**config.mk**
```make
export PLATFORM = sky130hd
export DESIGN_NAME = stom_front
export DESIGN_NICKNAME = d
export VERILOG_FILES = /design/src/hdl/stom_pkg.sv /design/src/hdl/stom_front.sv
export SDC_FILE = /design/constraint.sdc
export NUM_CORES = 1
export LEC_CHECK = 0
export BUFFER_PORTS_ARGS = -buffer_cell sky130_fd_sc_hd__buf_4
export CAP_MARGIN = 15
export CORE_ASPECT_RATIO = 1.1
export CORE_UTILIZATION = 40
export DETAILED_ROUTE_END_ITERATION = 10
export GPL_ROUTABILITY_DRIVEN = 1
export HOLD_SLACK_MARGIN = 0.15
export PLACE_DENSITY_LB_ADDON = 0.08
export SYNTH_ARGS = -nofsm -noshare
export SYNTH_HDL_FRONTEND = slang
export SYNTH_SLANG_ARGS = --single-unit
```
**constraint.sdc**
```tcl
create_clock -name clk -period 2.7 [get_ports clk]
set_input_delay 0.54 -clock clk [delete_from_list [all_inputs] [get_ports clk]]
set_output_delay 0.54 -clock clk [all_outputs]
set_load 0.01 [all_outputs]
```
**src/hdl/stom_pkg.sv**
```systemverilog
// shared types and constants for the sensor time offset median block
// no dependencies; imported by every module of the block

package stom_pkg;

  // field widths
  localparam int STAMP_W  = 48;
  localparam int OFFSET_W = 49;
  localparam int LIMIT_W  = 20;

  localparam logic [LIMIT_W-1:0] LIMIT_RESET = 20'd10000;

  // inertial stamp ring
  localparam int INERTIAL_DEPTH = 1024;
  localparam int INERTIAL_AW    = (INERTIAL_DEPTH > 1) ? $clog2(INERTIAL_DEPTH) : 1;
  localparam int INERTIAL_FW    = $clog2(INERTIAL_DEPTH + 1);
  localparam int SCAN_CW        = $clog2(INERTIAL_DEPTH + 2);

  // offset window
  localparam int WINDOW_DEPTH = 10;
  localparam int WINDOW_AW    = (WINDOW_DEPTH > 1) ? $clog2(WINDOW_DEPTH) : 1;
  localparam int WINDOW_CW    = $clog2(WINDOW_DEPTH + 1);

  // request queue between front and back
  localparam int QUEUE_DEPTH = 4;
  localparam int QUEUE_AW    = $clog2(QUEUE_DEPTH);
  localparam int QUEUE_CW    = $clog2(QUEUE_DEPTH + 1);

  typedef struct packed {
    logic               kind;
    logic [STAMP_W-1:0] stamp_us;
  } stom_in_t;

  typedef struct packed {
    logic signed [OFFSET_W-1:0] median_offset_us;
    logic                       offset_large;
    logic [STAMP_W-1:0]         nearest_stamp_us;
  } stom_out_t;

  // classified operation
  typedef enum logic {
    OP_STORE = 1'b0,
    OP_MATCH = 1'b1
  } stom_op_t;

  typedef struct packed {
    stom_op_t           op;
    logic [STAMP_W-1:0] stamp;
  } stom_entry_t;

  typedef struct packed {
    logic full;
    logic empty;
  } stom_q_status_t;

endpackage

```
**src/hdl/stom_front.sv**
```systemverilog
// front stage: takes input requests, classifies them and pushes them into the queue
// depends on stom_pkg

module stom_front import stom_pkg::*; (
  input  logic        clk,
  input  logic        rst,
  input  logic        in_valid,
  output logic        in_stall,
  input  stom_in_t    in_data,
  input  logic        q_full,
  output logic        push,
  output stom_entry_t push_entry
);

  logic        slot_vld;
  stom_entry_t slot;
  logic        accept;

  // slot drains into the queue whenever there is room
  assign in_stall   = slot_vld & q_full;
  assign push       = slot_vld & ~q_full;
  assign push_entry = slot;
  assign accept     = in_valid & ~in_stall;

  // slot occupancy
  always_ff @(posedge clk) begin
    if (rst) begin
      slot_vld <= 1'b0;
    end else if (accept) begin
      slot_vld <= 1'b1;
    end else if (push) begin
      slot_vld <= 1'b0;
    end
  end

  // classify the request
  always_ff @(posedge clk) begin
    if (accept) begin
      slot.op    <= in_data.kind ? OP_MATCH : OP_STORE;
      slot.stamp <= in_data.stamp_us;
    end
  end

endmodule

```
==> results of run 1 <==
==> sequential cells by signal (all words and copies together) (netlist names) <==
register	count
push_entry	49
slot_vld	1
==> path summary, 6_finish.rpt <==
path	start	end	slack (ns)	cells after the start
worst min register to register	slot_vld	slot_vld	0.53	2
worst max-delay path	q_full	push_entry[29]	1.13	4
worst max register to register	slot_vld	push_entry[29]	1.17	3
worst min-delay path	rst	slot_vld	0.39	2
==> worst max-delay path, stage by stage <==
cell	delay, ns
buf_4	0.12
and2_4	0.16
nor2b_4	0.38
buf_4	0.36
==> cell usage after synthesis <==
| library cell | instances |
|---|---|
| and2b_2 | 1 |
| and2_4 | 1 |
| nor2_1 | 1 |
| nor2b_2 | 1 |
| edfxtp_1 | 49 |
| dfxtp_1 | 1 |
| a21oi_1 | 1 |
==> power groups by stage <==
stage | registers (mW) | logic (mW) | clock network [mW]
after global placement | 0.934 | 0.168 | 0
after floorplan | 0.960 | 0.0174 | 0
after detailed placement | 0.936 | 0.171 | 0
after global routing | 0.923 | 0.183 | 0.443
final | 0.918 | 0.169 | 0.402
after CTS | 0.919 | 0.172 | 0.415
==> kinds of logic after synthesis <==
kind of cell,Yosys count
DFF,50
AOI/OAI and AO/OA,1
and+or+nand+nor,4
==> routing by layer <==
layer	up-vias	part of all wire, %	track usage, %
met4	0	2.4	8.24
met2	61	53	26.2
li1	439	-	-
met1	449	33	14.9
met5	-	0	0
met3	9	11	8.54
==> cell usage in the layout, fill, tap and decap left out, drive strengths merged <==
cell type    n
buf        105
edfxtp      49
clkbuf       5
clkinv       2
and2         1
nor2b        1
and2b        1
a21oi        1
nor2         1
clkinvlp     1
dfxtp        1
==> per-stage QoR <==
stage                     worst slack [ns]  area [sq um]  hold slack (ns)
final                                 1.13          2470            0.391
after CTS                             1.11          2470            0.382
after global placement               0.839          2380            0.488
after global routing                  1.03          2470            0.380
after detailed placement             0.789          2380            0.518
after floorplan                      0.288          1530            0.467
==> area by class of cell <==
cell class	instances	area share, %
clock inverters	3	0.659
repair buffers	105	31.9
multi-input cells	5	1.62
clock buffers	5	2.79
well taps	50	2.54
flip-flops and latches	50	60.4
==> flow_summary.ini, run 1 <==
[status]
status = finished, final reports clean

[placed_design]
hpwl_mm = 2.24
dp.cells = 210
place_congestion = 0.730
io_buffers = 103

[critical_path]
worstSetupEndpointType = flip-flop
worstSetupPathType = in2reg
arrival_ns = 1.56
critPathMaxFanout = 21
start_kind = input pin
worstPathRequired_ns = 2.68

[sta]
finalWorstPathRequiredPeriod_ns = 1.57
period_share_pct = 58.3
setup_viol = 0
worstMarginPinSlew_ns = 0.441
max_freq_mhz = 635
final-hold-violation-count = 0
fin_worst_skew_ns = 0.00174
fin_setup_tns_ns = 0
final_max_slew_viol_count = 0
rsz0062_at_grt = false
relSlewSlack_pct = 70.5

[grt]
grt_pass1_wl_mm = 4.26
grt_max_degree = 22
antenna_found_initial = 0
grt_use_total_pct = 15.6
first_global_vias = 933
grt_overflow = 0

[layout]
finalNetCount = 220
final_layout_size_suffix_gt1_share_pct = 68.5
final_util_pct = 67.5
seq_area_sq_um = 1490
diodes = 0
areaGrowthSynthToFinish_pct = 61.6
multi_input_area_sq_um = 40.0
fillers = 274
stdcell_count = 218

[pwr]
switchingPower_uw = 305
ir_drop_uv = 378
clock_power_share_pct = 27.0
seqPwrFrac_pct = 61.7
leakage_nw = 1.05
p_int_mw = 1.18
power.total_mw = 1.49
combinationalPowerShare_pct = 11.4
power_density_nw_per_um2 = 604
p_sw_share_pct = 20.5

[floorplan]
rows = 23
fp.coreArea_sq_um = 3650
fp.dieH_um = 66.8
die_area_sq_um = 4070
ios = 104
start_util_pct = 41.8
die_x_um = 60.9

[clocking]
hold_buffers = 0
cts-root-buf = clkbuf_8
clkLatencyLatePin_ns = 0.29
path_clk_slew_ns = 0.08
cts.sink_count = 50
numCtsBuffers = 5
clockBufferDepth = 2
cts_resized = 0
post-cts-setup-buffers = 0
cts_tree = yes
cts_max_level = 2

[logic_synthesis]
syn_area_per_cell_sq_um = 27.8
yosysUniqueCellTypes = 7
synthAdderAreaFrac_pct = 0
synth_top_area_share_pct = 96.4
yosys-mux-area-fraction_pct = 0
yosysSeqAreaShare_pct = 97.7
syn_inst = 55
yosys_warnings = 0
synth_seq_cells = 50
synth_compound_area_share_pct = 0.328
syn_area_sq_um = 1530
synth_top_cell_by_area = edfxtp_1
synth_top_family_by_area = simple AND/OR/NAND/NOR gates
synth_simple_gate_area_share_pct = 1.97
syn_nets = 108
synthXorXnorAreaFrac_pct = 0
synth_area_leaders = edfxtp_1 96%, dfxtp_1 1.3%, and2_4 0.57%, and2b_2 0.57%, nor2b_2 0.57%

[drt]
ant_nets = 0
wl_mm = 2.97
drc_errors = 0
vias = 958
dr.pass1.iters = 2
drtIter0Drc = 17
wl_per_cell_um = 13.6
vias_per_cell = 4.39

[job]
drv_cap = 0

[hold_path]
hp-class = in2reg
No activity file was read; power rests on OpenSTA's default activity.
==> inputs of run 2 (changes only) <==
ABC_AREA = 1   (was default)
clock period = 1.6 ns   (was 2.7 ns; I/O delays follow)
==> run 2 against run 1 <==
  * Critical path depth decreased by 1
  * Worst hold slack got worse by 0.21 ns
  * Combinational power increased by 71%
  * Final cell count increased by 0.46%
  * Total power increased by 79%
  * Register-to-register slack got worse by 0.71 ns
  * Clock power increased by 110%
  * Die area about the same
  * Utilization increased by 0.82 points
  * Non-clock buffer count decreased by 1
  * Area after synthesis about the same
  * Sequential cell count unchanged
  * Largest cell class unchanged
==> flow_summary.ini, run 2 <==
[status]
status = finished, final reports clean

[clocking]
cts_max_level = 2
cts_resized = 0
cts.sink_count = 50
clkLatencyLatePin_ns = 0.29
numCtsBuffers = 5
clockBufferDepth = 2
post-cts-setup-buffers = 0
cts-root-buf = clkbuf_8
hold_buffers = 0
cts_tree = yes
path_clk_slew_ns = 0.08

[grt]
grt.busiest_layer = met2
grt_overflow = 0
first_global_vias = 933
grt_max_degree = 50
use_met2_pct = 23.9
use_met1_pct = 12.9
antenna_found_initial = 0
grt_use_total_pct = 14.0
use_met3_pct = 7.57
grt_pass1_wl_mm = 3.97

[logic_synthesis]
synth_area_leaders = edfxtp_1 96%, dfxtp_1 1.3%, a21oi_2 0.57%, inv_1 0.49%, nor2_1 0.49%
synth_simple_gate_area_share_pct = 0.902
ys.flop_type = edfxtp_1
synth_common_cells = 49 x edfxtp_1, 2 x inv_1, 2 x nor2_1
synth_edf_count = 49
synth_seq_cells = 50
synthXorXnorAreaFrac_pct = 0
async_reset_ff_share_pct = 0
synth_top_cell_by_area = edfxtp_1
yosysUniqueCellTypes = 7
synthAdderAreaFrac_pct = 0
syn_area_sq_um = 1530
syn_nets = 110
synth_top_family_by_area = simple AND/OR/NAND/NOR gates
yosysSeqAreaShare_pct = 97.8
syn_inst = 57
synth_most_common_cell = edfxtp_1
yosys_warnings = 0
syn_area_per_cell_sq_um = 26.8
yosys-mux-area-fraction_pct = 0
synth_compound_area_share_pct = 0.574
synth_top_area_share_pct = 96.5

[sta]
fin_worst_skew_ns = 0.00520
relSlewSlack_pct = 83.3
final-hold-violation-count = 0
final_max_slew_viol_count = 0
max_freq_mhz = 801
setup_viol = 0
worstMarginPinSlew_ns = 0.251
period_share_pct = 78.0
rsz0062_at_grt = false
finalWorstPathRequiredPeriod_ns = 1.25
fin_setup_tns_ns = 0

[layout]
final_util_pct = 68.3
diodes = 0
finalNetCount = 221
largest_register_ffs = 49
final_layout_size_suffix_gt1_share_pct = 68.6
layout_common_cells = 103 x buf_4, 49 x edfxtp_1, 5 x clkbuf_8
final_common_cell = buf_4
areaGrowthSynthToFinish_pct = 63.7

[pwr]
ir_drop_uv = 661
power_density_nw_per_um2 = 1070
clock_power_share_pct = 31.1
p_int_mw = 2.16
switchingPower_uw = 504
combinationalPowerShare_pct = 10.8
seqPwrFrac_pct = 58.1
leakage_nw = 1.07
p_sw_share_pct = 18.9
power.total_mw = 2.66

[critical_path]
cp_slowest_cell = dfxtp_1
worstSetupEndpointType = output pin
critPathTopFamily = flip-flops
critPathBufInv = 2
worstPathRequired_ns = 1.28
arrival_ns = 0.93
start_kind = flip-flop
r2r_slack_ns = 0.46
worstReg2RegStart = slot_vld
crit_chain = nand2_2 -> inv_2 -> buf_4
critPathMaxFanout = 2
timing.rr.end = push_entry[47]
critPathLaunch = slot_vld
reg2reg_depth = 4
max_stage_delay_ns = 0.36
cp.depth = 3
worstSetupPathType = reg2out

[drt]
dr.pass1.iters = 3
wl_per_cell_um = 12.6
drc_errors = 0
wl_mm = 2.77
ant_nets = 0
drtIter0Drc = 20
vias_per_cell = 4.33
vias = 948

[hold_path]
hp-class = in2reg
hp-start = rst
min_path_cells = 2
hold-path-endpoint = slot_vld

[placed_design]
io_buffers = 103
hpwl_mm = 2.01
place_congestion = 0.664

[floorplan]
fp.coreArea_sq_um = 3650
fp.dieH_um = 66.8
rows = 23
die_x_um = 60.9
die_area_sq_um = 4060
ios = 104
start_util_pct = 41.7

[job]
drv_cap = 0
==> run 2: changes by cell type after synthesis <==
cell	change
inv_1	+2
a21oi_1	-1
a21oi_2	+1
and2_4	-1
and2b_2	-1
inv_2	+1
nand2_2	+1
nor2_1	+1
nor2b_2	-1
==> run 2: routing by layer <==
layer | routed length (um) | vias up
li1 | - | 439
met1 | 924 | 432
met2 | 1470 | 67
met3 | 283 | 10
met4 | 89 | 0
met5 | 0 | -
==> run 2: logic make-up after synthesis <==
family | Yosys count
AO/OA/AOI/OAI | 1
buffers and inverters | 3
flip-flops | 50
AND/OR/NAND/NOR | 3
==> run 2: how the worst max path moves through the flow <==
stage               slack, ns        endpoint
floorplan                0.02   push_entry[0]
global placement         0.36  push_entry[28]
detailed placement       0.33  push_entry[47]
CTS                      0.34        in_stall
global route             0.30        in_stall
finish                   0.35        in_stall
==> run 2: worst reg2reg max path, delay by kind of cell (launching register included) <==
kind	cells	cell delay (ns)
buf+inv	2	0.31
flops	1	0.33
simple gates	2	0.17
==> run 2: power by group through the flow <==
stage          clock [mW]  sequential, mW  combinational, mW
2_1_floorplan           0            1.62             0.0313
3_3_place_gp            0            1.58              0.285
3_5_place_dp            0            1.58              0.292
4_1_cts             0.858            1.55              0.292
5_1_grt             0.900            1.56              0.310
6_report            0.827            1.55              0.289
==> run 2: metrics by stage <==
stage	hold slack, ns	area [sq um]	instances	setup slack (ns)
2_1_floorplan	0.382	1530	57	0.0159
3_3_place_gp	0.459	2390	211	0.362
3_5_place_dp	0.487	2390	211	0.332
4_1_cts	0.169	2500	219	0.340
5_1_grt	0.163	2500	219	0.303
6_report	0.181	2500	219	0.352
==> run 2: cell type report <==
type	instances	area, sq um
clock buffer	5	68.8
clock inverter	3	40.0
fill	269	1160
inverter	3	11.3
multi-input combinational	4	30.0
sequential	50	1490
tap	50	62.6
timing repair buffer	104	793
