$ cat config.mk
export PLATFORM = sky130hd
export DESIGN_NAME = stom_queue
export DESIGN_NICKNAME = d
export VERILOG_FILES = /design/src/hdl/stom_pkg.sv /design/src/hdl/stom_queue.sv
export SDC_FILE = /design/constraint.sdc
export NUM_CORES = 1
export LEC_CHECK = 0
export ABC_AREA = 1
export BUFFER_PORTS_ARGS = -buffer_cell sky130_fd_sc_hd__buf_4
export CAP_MARGIN = 15
export CORE_UTILIZATION = 25
export CTS_CLUSTER_DIAMETER = 30
export DETAILED_ROUTE_END_ITERATION = 7
export PLACE_DENSITY = 0.42
export SLEW_MARGIN = 20
export SYNTH_ARGS = -nofsm -noshare
export SYNTH_HDL_FRONTEND = slang
export SYNTH_SLANG_ARGS = --single-unit
$ cat constraint.sdc
create_clock -name clk -period 4.46 [get_ports clk]
set_clock_uncertainty 0.15 [all_clocks]
set_input_delay 0.446 -clock clk [delete_from_list [all_inputs] [get_ports clk]]
set_output_delay 0.446 -clock clk [all_outputs]
set_load 0.005 [all_outputs]
$ cat src/hdl/stom_pkg.sv
// shared types and constants for the sensor time offset median block
// no dependencies; imported by every module of the block

package stom_pkg;

  // field widths
  localparam int STAMP_W  = 48;
  localparam int OFFSET_W = 49;
  localparam int LIMIT_W  = 20;

  localparam logic [LIMIT_W-1:0] LIMIT_RESET = 20'd10000;

  // inertial stamp ring
  localparam int INERTIAL_DEPTH = 1024;
  localparam int INERTIAL_AW    = (INERTIAL_DEPTH > 1) ? $clog2(INERTIAL_DEPTH) : 1;
  localparam int INERTIAL_FW    = $clog2(INERTIAL_DEPTH + 1);
  localparam int SCAN_CW        = $clog2(INERTIAL_DEPTH + 2);

  // offset window
  localparam int WINDOW_DEPTH = 10;
  localparam int WINDOW_AW    = (WINDOW_DEPTH > 1) ? $clog2(WINDOW_DEPTH) : 1;
  localparam int WINDOW_CW    = $clog2(WINDOW_DEPTH + 1);

  // request queue between front and back
  localparam int QUEUE_DEPTH = 4;
  localparam int QUEUE_AW    = $clog2(QUEUE_DEPTH);
  localparam int QUEUE_CW    = $clog2(QUEUE_DEPTH + 1);

  typedef struct packed {
    logic               kind;
    logic [STAMP_W-1:0] stamp_us;
  } stom_in_t;

  typedef struct packed {
    logic signed [OFFSET_W-1:0] median_offset_us;
    logic                       offset_large;
    logic [STAMP_W-1:0]         nearest_stamp_us;
  } stom_out_t;

  // classified operation
  typedef enum logic {
    OP_STORE = 1'b0,
    OP_MATCH = 1'b1
  } stom_op_t;

  typedef struct packed {
    stom_op_t           op;
    logic [STAMP_W-1:0] stamp;
  } stom_entry_t;

  typedef struct packed {
    logic full;
    logic empty;
  } stom_q_status_t;

endpackage

$ cat src/hdl/stom_queue.sv
// short request queue between the front and back parts
// depends on stom_pkg

module stom_queue import stom_pkg::*; (
  input  logic           clk,
  input  logic           rst,
  input  logic           push,
  input  stom_entry_t    push_entry,
  input  logic           pop,
  output stom_q_status_t status,
  output stom_entry_t    head_entry
);

  stom_entry_t         slots [QUEUE_DEPTH];
  logic [QUEUE_AW-1:0] wr_ptr;
  logic [QUEUE_AW-1:0] rd_ptr;
  logic [QUEUE_CW-1:0] count;

  assign status.full  = (count == QUEUE_CW'(QUEUE_DEPTH));
  assign status.empty = (count == '0);
  assign head_entry   = slots[rd_ptr];

  // pointers and occupancy
  always_ff @(posedge clk) begin
    if (rst) begin
      wr_ptr <= '0;
      rd_ptr <= '0;
      count  <= '0;
    end else begin
      if (push) begin
        wr_ptr <= (wr_ptr == QUEUE_AW'(QUEUE_DEPTH - 1)) ? '0 : wr_ptr + 1'b1;
      end
      if (pop) begin
        rd_ptr <= (rd_ptr == QUEUE_AW'(QUEUE_DEPTH - 1)) ? '0 : rd_ptr + 1'b1;
      end
      if (push && !pop) begin
        count <= count + 1'b1;
      end else if (pop && !push) begin
        count <= count - 1'b1;
      end
    end
  end

  // entry storage
  always_ff @(posedge clk) begin
    if (push) begin
      slots[wr_ptr] <= push_entry;
    end
  end

endmodule

==> impl_metrics.toml, run 1 <==
[timing]
fin_crit_sh_pct = 67.95
rsz0062_at_grt = "false"
worst_slew_pin_slew_ns = 1.061
finalSetupViolCount = 0
min_period_ns = 3.031
slew_violations = 0
setup_tns_ns = 0
setup_ws_ns = 1.429
slew_headroom_pct = 29.18
max_freq_mhz = 330.0
hold_viol_final = 0

[drt]
wl_um = 19440
detail-route-antenna-nets = 0
num_vias = 4979
drcViolationCount = 0
routed_via_density = 4.356
drt_iter0_markers = 205
drtPass1Iterations = 4
wl_per_cell_um = 17.01

[yosys]
syn_area_per_cell_um2 = 14.48
netlist_instances = 533
yosysWarnings = 0
synth.area.top_cells = "edfxtp_1 (76%), o21ai_0 (6.5%), nor2_1 (5.2%)"
ys_seq_area_share_pct = 78.60
syn_area_um2 = 7717
yosysTopAreaCell = "edfxtp_1"
synth_top_cell_area_share_pct = 76.26
ys_types = 22
synth_nets = 593
ys_ff_latch = 205

[global_route]
grt_pass1_wl_um = 29280
globalRouteMet3Util_pct = 3.128
use_met1_pct = 15.73
met2_usage_pct = 20.48
grt_max_degree = 99
grt_busiest_layer = "met2"
antenna_found_initial = 0
overflow = 0
grt_usage_pct = 12.43
grt_pass1_vias = 5274

[layout]
n_antenna_cell = 0
fillers = 2860
final_nets = 772
fin_cells = 1143
syn_to_final_growth_pct = 42.30
drive_above_1_share_pct = 25.50
post-route-util_pct = 36.57
final_cell_area_um2 = 10980

[placement]
placed_cell_area_um2 = 8832
dp_hpwl_um = 10210
dp_slack_ns = 1.914
gp_congestion = 0.6679
io_buffers = 103
placedCellCount = 1001

[floorplanning]
dieArea_um2 = 31580
fp.dieW_um = 177.7
core-area_um2 = 30030
die_h_um = 177.7
io_pins = 104
placementRows = 63
start_util_pct = 25.70

[power]
power.leakage_nw = 3.970
ir_drop_mv = 0.2626
p_per_area_nw_per_um2 = 560.5

[setup_path]
reg2reg_slack_ns = 2.17
critPathRequiredTime_ns = 3.86
worst-path-max-fanout = 53
cp-end-kind = "primary output"
crit_arrival_ns = 2.43
crit_path_start_kind = "flip-flop"
r2r_start = "wr_ptr[0]$_SDFFE_PP0P_"
criticalPathCategory = "reg2out"

[clocking]
clock_sinks = 205
cts_root_buf = "clkbuf_16"
ctsResizeCount = 0
clkLatencyLatePin_ns = 0.52
cts.path.max_buffers = 3
cts_tree = "done"
clk_pin_slew_worst_paths_ns = 0.04
cts_inserted_buffers = 49
h-tree-depth = 2

[run_status]
status = "complete, no violations"

[hold_path]
min_from = "pop"
hp-class = "in2reg"

[job]
cap_violations = 0
-- critical path, stage by stage, from the launching register on --
cell	delay, ns
dfxtp_4	0.67
buf_4	0.58
o21ai_0	0.17
o22ai_1	0.28
buf_4	0.17
-- repair_timing --
item | in CTS | in global routing
setup buffers | 0 | 0
hold buffers | 50 | 0
endpoints found under the hold margin | 200 | 0
-- state kept, by name, summed over array words and instances, names as in the netlist, named ones only --
name / cells
count: 3
rd_ptr: 2
slots: 196
wr_ptr: 2
-- cell usage after synthesis --
master / instances
clkbuf_1: 6
o21ai_1: 1
o22ai_1: 49
nand2_1: 8
dfxtp_1: 9
a21oi_1: 3
ha_1: 6
inv_1: 14
fa_1: 1
nand3_1: 1
nor3_1: 4
buf_2: 12
nor2_1: 106
edfxtp_1: 196
inv_2: 1
inv_6: 1
buf_6: 7
clkbuf_2: 4
nand4_1: 1
o21ai_0: 100
buf_4: 2
xor2_1: 1
-- path summary, 6_finish.rpt --
check	endpoint	cells after the start
min	flip-flop	3
max	head_entry[5]	4
min reg2reg	flip-flop	2
max reg2reg	slots[3][42]$_DFFE_PP_	4
-- placed cells by master (no fill, tap or decap), types with 4 or more instances in the layout --
cell type and n:
buf_4 109, dlygate4sd3_1 50, inv_2 5, clkbuf_1 11
edfxtp_1 196, clkinv_1 6, clkbuf_16 50, ha_1 6
bufinv_16 5, nor2_1 106, nand2_1 8, clkbuf_8 4
clkinvlp_4 6, nor3_1 4, o21ai_0 100, inv_1 10
dfxtp_1 7, clkinv_2 6, o22ai_1 49
-- where the power goes --
part | total [mW] | internal (mW) | switching [mW] | leakage [nW]
combinational | 0.467 | 0.207 | 0.260 | 1.31
sequential | 2.24 | 2.21 | 0.0322 | 1.88
clock | 3.45 | 2.40 | 1.05 | 0.787
total | 6.16 | 4.81 | 1.34 | 3.97
-- through the flow --
| step | power [mW] | hold WS [ns] |
|---|---|---|
| final | 6.156 | 0.07970 |
| after global routing | 6.385 | 0.1101 |
| after CTS | 6.242 | 0.06195 |
| after detailed placement | 2.716 | 0.3748 |
| after global placement | 2.704 | 0.3538 |
| after floorplan | 2.471 | 0.3397 |
-- layout make-up --
class                      count  area, um^2  share of cell area [%]
sequential                   205        6071                   55.28
clock inverter                27       301.5                   2.746
inverter                      16       65.06                  0.5925
multi-input combinational    281        1390                   12.66
timing repair buffer         159        1319                   12.01
clock buffer                  65        1348                   12.27
tap                          390       488.0                   4.443
-- routing by layer --
metal,vias to the layer above,part of all wire (%)
li1,2374,-
met3,40,5.2
met4,0,2.2
met2,141,47
met5,-,0
met1,2424,46
-- kinds of logic (layout without fill, tap and decap cells) --
logic type,count (synthesis),count (layout),synth area share [%]
flip-flops,205,205,78.60
AO/OA/AOI/OAI,153,153,10.72
AND/OR/NAND/NOR,120,120,5.950
buffers and inverters,47,267,3.388
adder cells (fa/ha/maj),7,7,1.232
XOR/XNOR,1,1,0.1135
Note: power is estimated with default switching activity, not from simulation.
==> run 2, diff against run 1 <==
==> constraint.sdc (replaced) <==
create_clock -name clk -period 3.15 [get_ports clk]
set_clock_uncertainty 0.15 [all_clocks]
set_input_delay 0.315 -clock clk [delete_from_list [all_inputs] [get_ports clk]]
set_output_delay 0.315 -clock clk [all_outputs]
set_load 0.005 [all_outputs]
==> run 2 against run 1 <==
Sequential cell count did not move. First-iteration DRC count rose by 29%. Routed wire length fell by 1.5%. Largest cell class unchanged. Non-clock buffer count rose by 4. Hold slack improved by 0.31 ns. Clock power rose by 26%. Combinational power rose by 47%. Die area did not move. Global-route usage fell by 0.32 points. Via count rose by 0.84%. Total power rose by 33%.
==> impl_metrics.toml, run 2 (synthesized netlist as in run 1, its figures left out) <==
[clocking]
clk_pin_slew_worst_paths_ns = 0.04
cts_root_buf = "clkbuf_16"
clkLatencyLatePin_ns = 0.51
cts.path.max_buffers = 3
cts_tree = "done"
cts_inserted_buffers = 45
postCtsSetupBuffers = 0
clock_sinks = 205
h-tree-depth = 2

[floorplanning]
core-area_um2 = 30030
placementRows = 63
start_util_pct = 25.70
die_h_um = 177.7
io_pins = 104
fp.dieW_um = 177.7
dieArea_um2 = 31580

[drt]
wl_per_cell_um = 16.81
num_vias = 5021
drt_iter0_markers = 265
detail-route-antenna-nets = 0
drcViolationCount = 0
drtPass1Iterations = 5
routed_via_density = 4.408
wl_um = 19150

[power]
p_per_area_nw_per_um2 = 754.4
seq_power_share_pct = 38.6
power.switching_mw = 1.789
ir_drop_mv = 0.3968
p_int_mw = 6.422
power.leakage_nw = 3.923
swShare_pct = 21.79
p_comb_share_pct = 8.3
p_clk_share_pct = 53.1

[job]
cap_violations = 0

[layout]
final_cell_mix = "edfxtp_1 (196), nor2_1 (106), buf_4 (106)"
drive_above_1_share_pct = 25.00
final_common_cell = "edfxtp_1"
top_register = "slots"
largest_reg_flops = 196
final_nets = 772
top_regs = "slots: 196 flops, count: 3 flops"
post-route-util_pct = 36.24
syn_to_final_growth_pct = 41.03

[placement]
dp_slack_ns = 0.9697
dp_hpwl_um = 10420
io_buffers = 103
gp_congestion = 0.6804

[timing]
setup_tns_ns = 0
finalSetupViolCount = 0
worst_slew_pin_slew_ns = 0.7478
hold_viol_final = 0
min_period_ns = 2.679
slew_violations = 0
max_freq_mhz = 373.3
fin_crit_sh_pct = 85.05
slew_headroom_pct = 50.14
timing.hold.ws_ns = 0.3853
rsz0062_at_grt = "false"
setup_ws_ns = 0.4709

[setup_path]
crit_slowest_cell = "inv_6"
reg2reg_slack_ns = 1.22
worstPathCellList = "inv_6, o21ai_0, o22ai_1, buf_4"
crit_buf_inv = 2
crit_family = "buffers and inverters"
critPathRequiredTime_ns = 2.68
cp-end-kind = "primary output"
crit_arrival_ns = 2.21
criticalPathCategory = "reg2out"
worst-path-max-fanout = 98
crit_path_start_kind = "flip-flop"
slowest_delay_ns = 0.54

[global_route]
grt_pass1_wl_um = 28700
antenna_found_initial = 2
grt_max_degree = 99
overflow = 0
grt_pass1_vias = 5175
grt_usage_pct = 12.10

[run_status]
status = "complete, no violations"

[hold_path]
hp-class = "reg2reg"
-- run 2: cell types whose count changed in the layout (fill, tap and decap cells not counted), sizes merged --
cell         before  now
dlygate4sd3      50   52
clkinvlp          6    4
buf             109  111
diode             0    1
bufinv            5    3
clkinv           15   16
clkbuf           65   59
-- run 2: worst paths after layout --
check / cells after the start / end / startpoint
hold reg to reg: 2 / flip-flop / rd_ptr[0]$_SDFFE_PP0P_
hold / removal: 2 / flip-flop / rd_ptr[0]$_SDFFE_PP0P_
setup / recovery: 4 / head_entry[45] / flip-flop
setup reg to reg: 5 / slots[0][40]$_DFFE_PP_ / wr_ptr[0]$_SDFFE_PP0P_
-- run 2: power by group through the flow --
stage,combinational (mW),sequential (mW),clock (mW)
floorplan,0.299,3.20,0
global placement,0.635,3.21,0
detailed placement,0.651,3.21,0
CTS,0.708,3.17,4.47
global route,0.761,3.17,4.59
finish,0.685,3.17,4.36
-- run 2: per-layer routing --
layer	vias to the layer above	global-route usage, %	share of wire, %
li1	2369	-	-
met1	2458	15.24	45
met2	145	19.91	47
met3	47	3.063	5.4
met4	2	4.630	2.6
met5	-	0	0.052
-- run 2: worst register-to-register path, cell delays in order, from the launching register on --
cell,delay (ns)
dfxtp_1,0.34
inv_1,0.10
ha_1,0.15
nand2_1,0.06
inv_2,0.48
buf_12,0.32
-- run 2: what timing repair did --
item / in CTS / in global routing
hold buffers: 52 / 0
endpoints found under the setup margin: 0 / 0
gates resized for setup: 0 / 0
hold endpoints to repair: 204 / 0
-- run 2: final cells by class --
type                            instances  area [um^2]
Timing Repair Buffer                  163         1416
Antenna cell                            1        2.502
Sequential cell                       205         6071
Clock buffer                           59         1241
Inverter                               16        65.06
Clock inverter                         24        210.2
Fill cell                            2860        19150
Multi-Input combinational cell        281         1390
Tap cell                              390        488.0
-- run 2: through the flow --
stage                     cell area (um^2)  total power [mW]  std cells
after CTS                            10880             8.344       1138
after detailed placement              8910             3.863       1003
after global routing                 10880             8.525       1139
final                                10880             8.211       1139
after floorplan                       7717             3.498        533
after global placement                8910             3.842       1003
==> run 3, diff against run 2 <==
--- a/config.mk
+++ b/config.mk
@@ -8,10 +8,11 @@
 export ABC_AREA = 1
 export BUFFER_PORTS_ARGS = -buffer_cell sky130_fd_sc_hd__buf_4
 export CAP_MARGIN = 15
-export CORE_UTILIZATION = 25
+export CORE_MARGIN = 8
+export CORE_UTILIZATION = 50
 export CTS_CLUSTER_DIAMETER = 30
 export DETAILED_ROUTE_END_ITERATION = 7
-export PLACE_DENSITY = 0.42
+export PLACE_DENSITY = 0.72
 export SLEW_MARGIN = 20
 export SYNTH_ARGS = -nofsm -noshare
 export SYNTH_HDL_FRONTEND = slang
==> run 3 against run 2 <==
Non-clock buffer count decreased by 3. Routed wire length decreased by 9.0%. Core utilization increased by 33 points. Clock power decreased by 7.1%. Critical path type unchanged. Largest cell class unchanged.
==> impl_metrics.toml, run 3 (synthesized netlist as in run 1, its figures left out) <==
[job]
cap_violations = 0

[placement]
dp_slack_ns = 0.8437
dp_hpwl_um = 9409
placed_cell_area_um2 = 8630
gp_congestion = 0.7387
io_buffers = 103

[drt]
drcViolationCount = 0
drtPass1Iterations = 5
wl_um = 17420
wl_per_cell_um = 18.94
drt_iter0_markers = 367
detail-route-antenna-nets = 0
num_vias = 5010
routed_via_density = 5.446

[layout]
final_cell_mix = "edfxtp_1 (196), nor2_1 (106), buf_4 (105)"
largest_reg_flops = 196
final_common_cell = "edfxtp_1"
fillers = 977
n_antenna_cell = 0
seqCellArea_um2 = 6071
final_nets = 762
multi_input_area_um2 = 1390
post-route-util_pct = 69.00
syn_to_final_growth_pct = 35.43
top_regs = "slots: 196 flops, count: 3 flops"
drive_above_1_share_pct = 24.32
top_register = "slots"
final_cell_area_um2 = 10450

[global_route]
grt_pass1_wl_um = 27610
antenna_found_initial = 0
grt_max_degree = 99
grt_pass1_vias = 5277
overflow = 0
grt_usage_pct = 17.85

[floorplanning]
start_util_pct = 50.95
fp.dieW_um = 140.2
placementRows = 45
dieArea_um2 = 19670
core-area_um2 = 15150
die_h_um = 140.2
io_pins = 104

[timing]
fin_crit_sh_pct = 90.18
timing.hold.ws_ns = 0.03231
hold_viol_final = 0
worst_slew_pin_slew_ns = 0.8706
setup_tns_ns = 0
slew_headroom_pct = 41.88
setup_ws_ns = 0.3093
finalSetupViolCount = 0
slew_violations = 0
max_freq_mhz = 352.0
min_period_ns = 2.841
rsz0062_at_grt = "false"

[power]
p_int_mw = 6.192
power.leakage_nw = 3.837
p_per_area_nw_per_um2 = 754.0
ir_drop_mv = 0.4685
seq_power_share_pct = 40.2
swShare_pct = 21.42
power.switching_mw = 1.688
p_comb_share_pct = 8.4
p_clk_share_pct = 51.4

[setup_path]
worst-path-max-fanout = 61
crit_arrival_ns = 2.38
crit_path_start_kind = "flip-flop"
cp-end-kind = "primary output"
critPathRequiredTime_ns = 2.68
criticalPathCategory = "reg2out"

[clocking]
hold_buffers = 51
cts_tree = "done"
clkLatencyLatePin_ns = 0.49
postCtsSetupBuffers = 0
cts_root_buf = "clkbuf_16"
ctsResizeCount = 0
h-tree-depth = 2
cts_inserted_buffers = 38
clk_pin_slew_worst_paths_ns = 0.05
cts.path.max_buffers = 3
clock_sinks = 205

[run_status]
status = "complete, no violations"

[hold_path]
hp-class = "in2reg"
run 3: changes by cell type in the layout (fill, tap and decap cells not counted), moves of 2 or more:
cell,previous run,this run
clkinv_2,9,7
clkbuf_1,10,5
clkinv_4,2,4
clkbuf_8,2,0
bufinv_16,3,5
clkbuf_16,47,41
run 3: area by class of cell:
cell class	count	share of cell area (%)
Inverter	16	0.6225
Clock inverter	24	2.550
Tap cell	188	2.251
Multi-Input combinational cell	281	13.30
Clock buffer	46	9.996
Timing Repair Buffer	160	13.19
Sequential cell	205	58.09
run 3: per-layer routing:
metal / vias to the layer above / global-route usage (%) / routed length (um)
met3: 28 / 5.267 / 1200
met2: 173 / 30.01 / 8888
met5: - / 0 / 0
met1: 2463 / 21.53 / 7014
li1: 2346 / - / -
met4: 0 / 6.229 / 318
run 3: metrics by stage:
step / cells / power, mW
after floorplan: 533 / 3.498
after global placement: 799 / 3.802
after detailed placement: 799 / 3.828
after CTS: 920 / 7.937
after global routing: 920 / 8.147
final: 920 / 7.880
run 3: worst max-delay path, stage by stage, from the launching register on:
cell	delay [ns]
dfxtp_4	0.72
buf_4	0.47
o21ai_0	0.16
o22ai_1	0.32
buf_4	0.18
run 3: final timing paths:
path / startpoint / end / slack (ns) / cells past startpoint
min reg2reg: wr_ptr[1]$_SDFFE_PP0P_ / wr_ptr[1]$_SDFFE_PP0P_ / 0.39 / 2
min: push / wr_ptr[1]$_SDFFE_PP0P_ / 0.03 / 3
max: flip-flop / head_entry[13] / 0.31 / 4
max reg2reg: wr_ptr[0]$_SDFFE_PP0P_ / slots[3][4]$_DFFE_PP_ / 1.22 / 4
run 3: power by group through the flow:
| stage | Clock (mW) | Sequential (mW) | Combinational (mW) |
|---|---|---|---|
| finish | 4.05 | 3.17 | 0.659 |
| global route | 4.24 | 3.18 | 0.724 |
| CTS | 4.10 | 3.17 | 0.667 |
| detailed placement | 0 | 3.22 | 0.609 |
| global placement | 0 | 3.21 | 0.589 |
| floorplan | 0 | 3.20 | 0.299 |
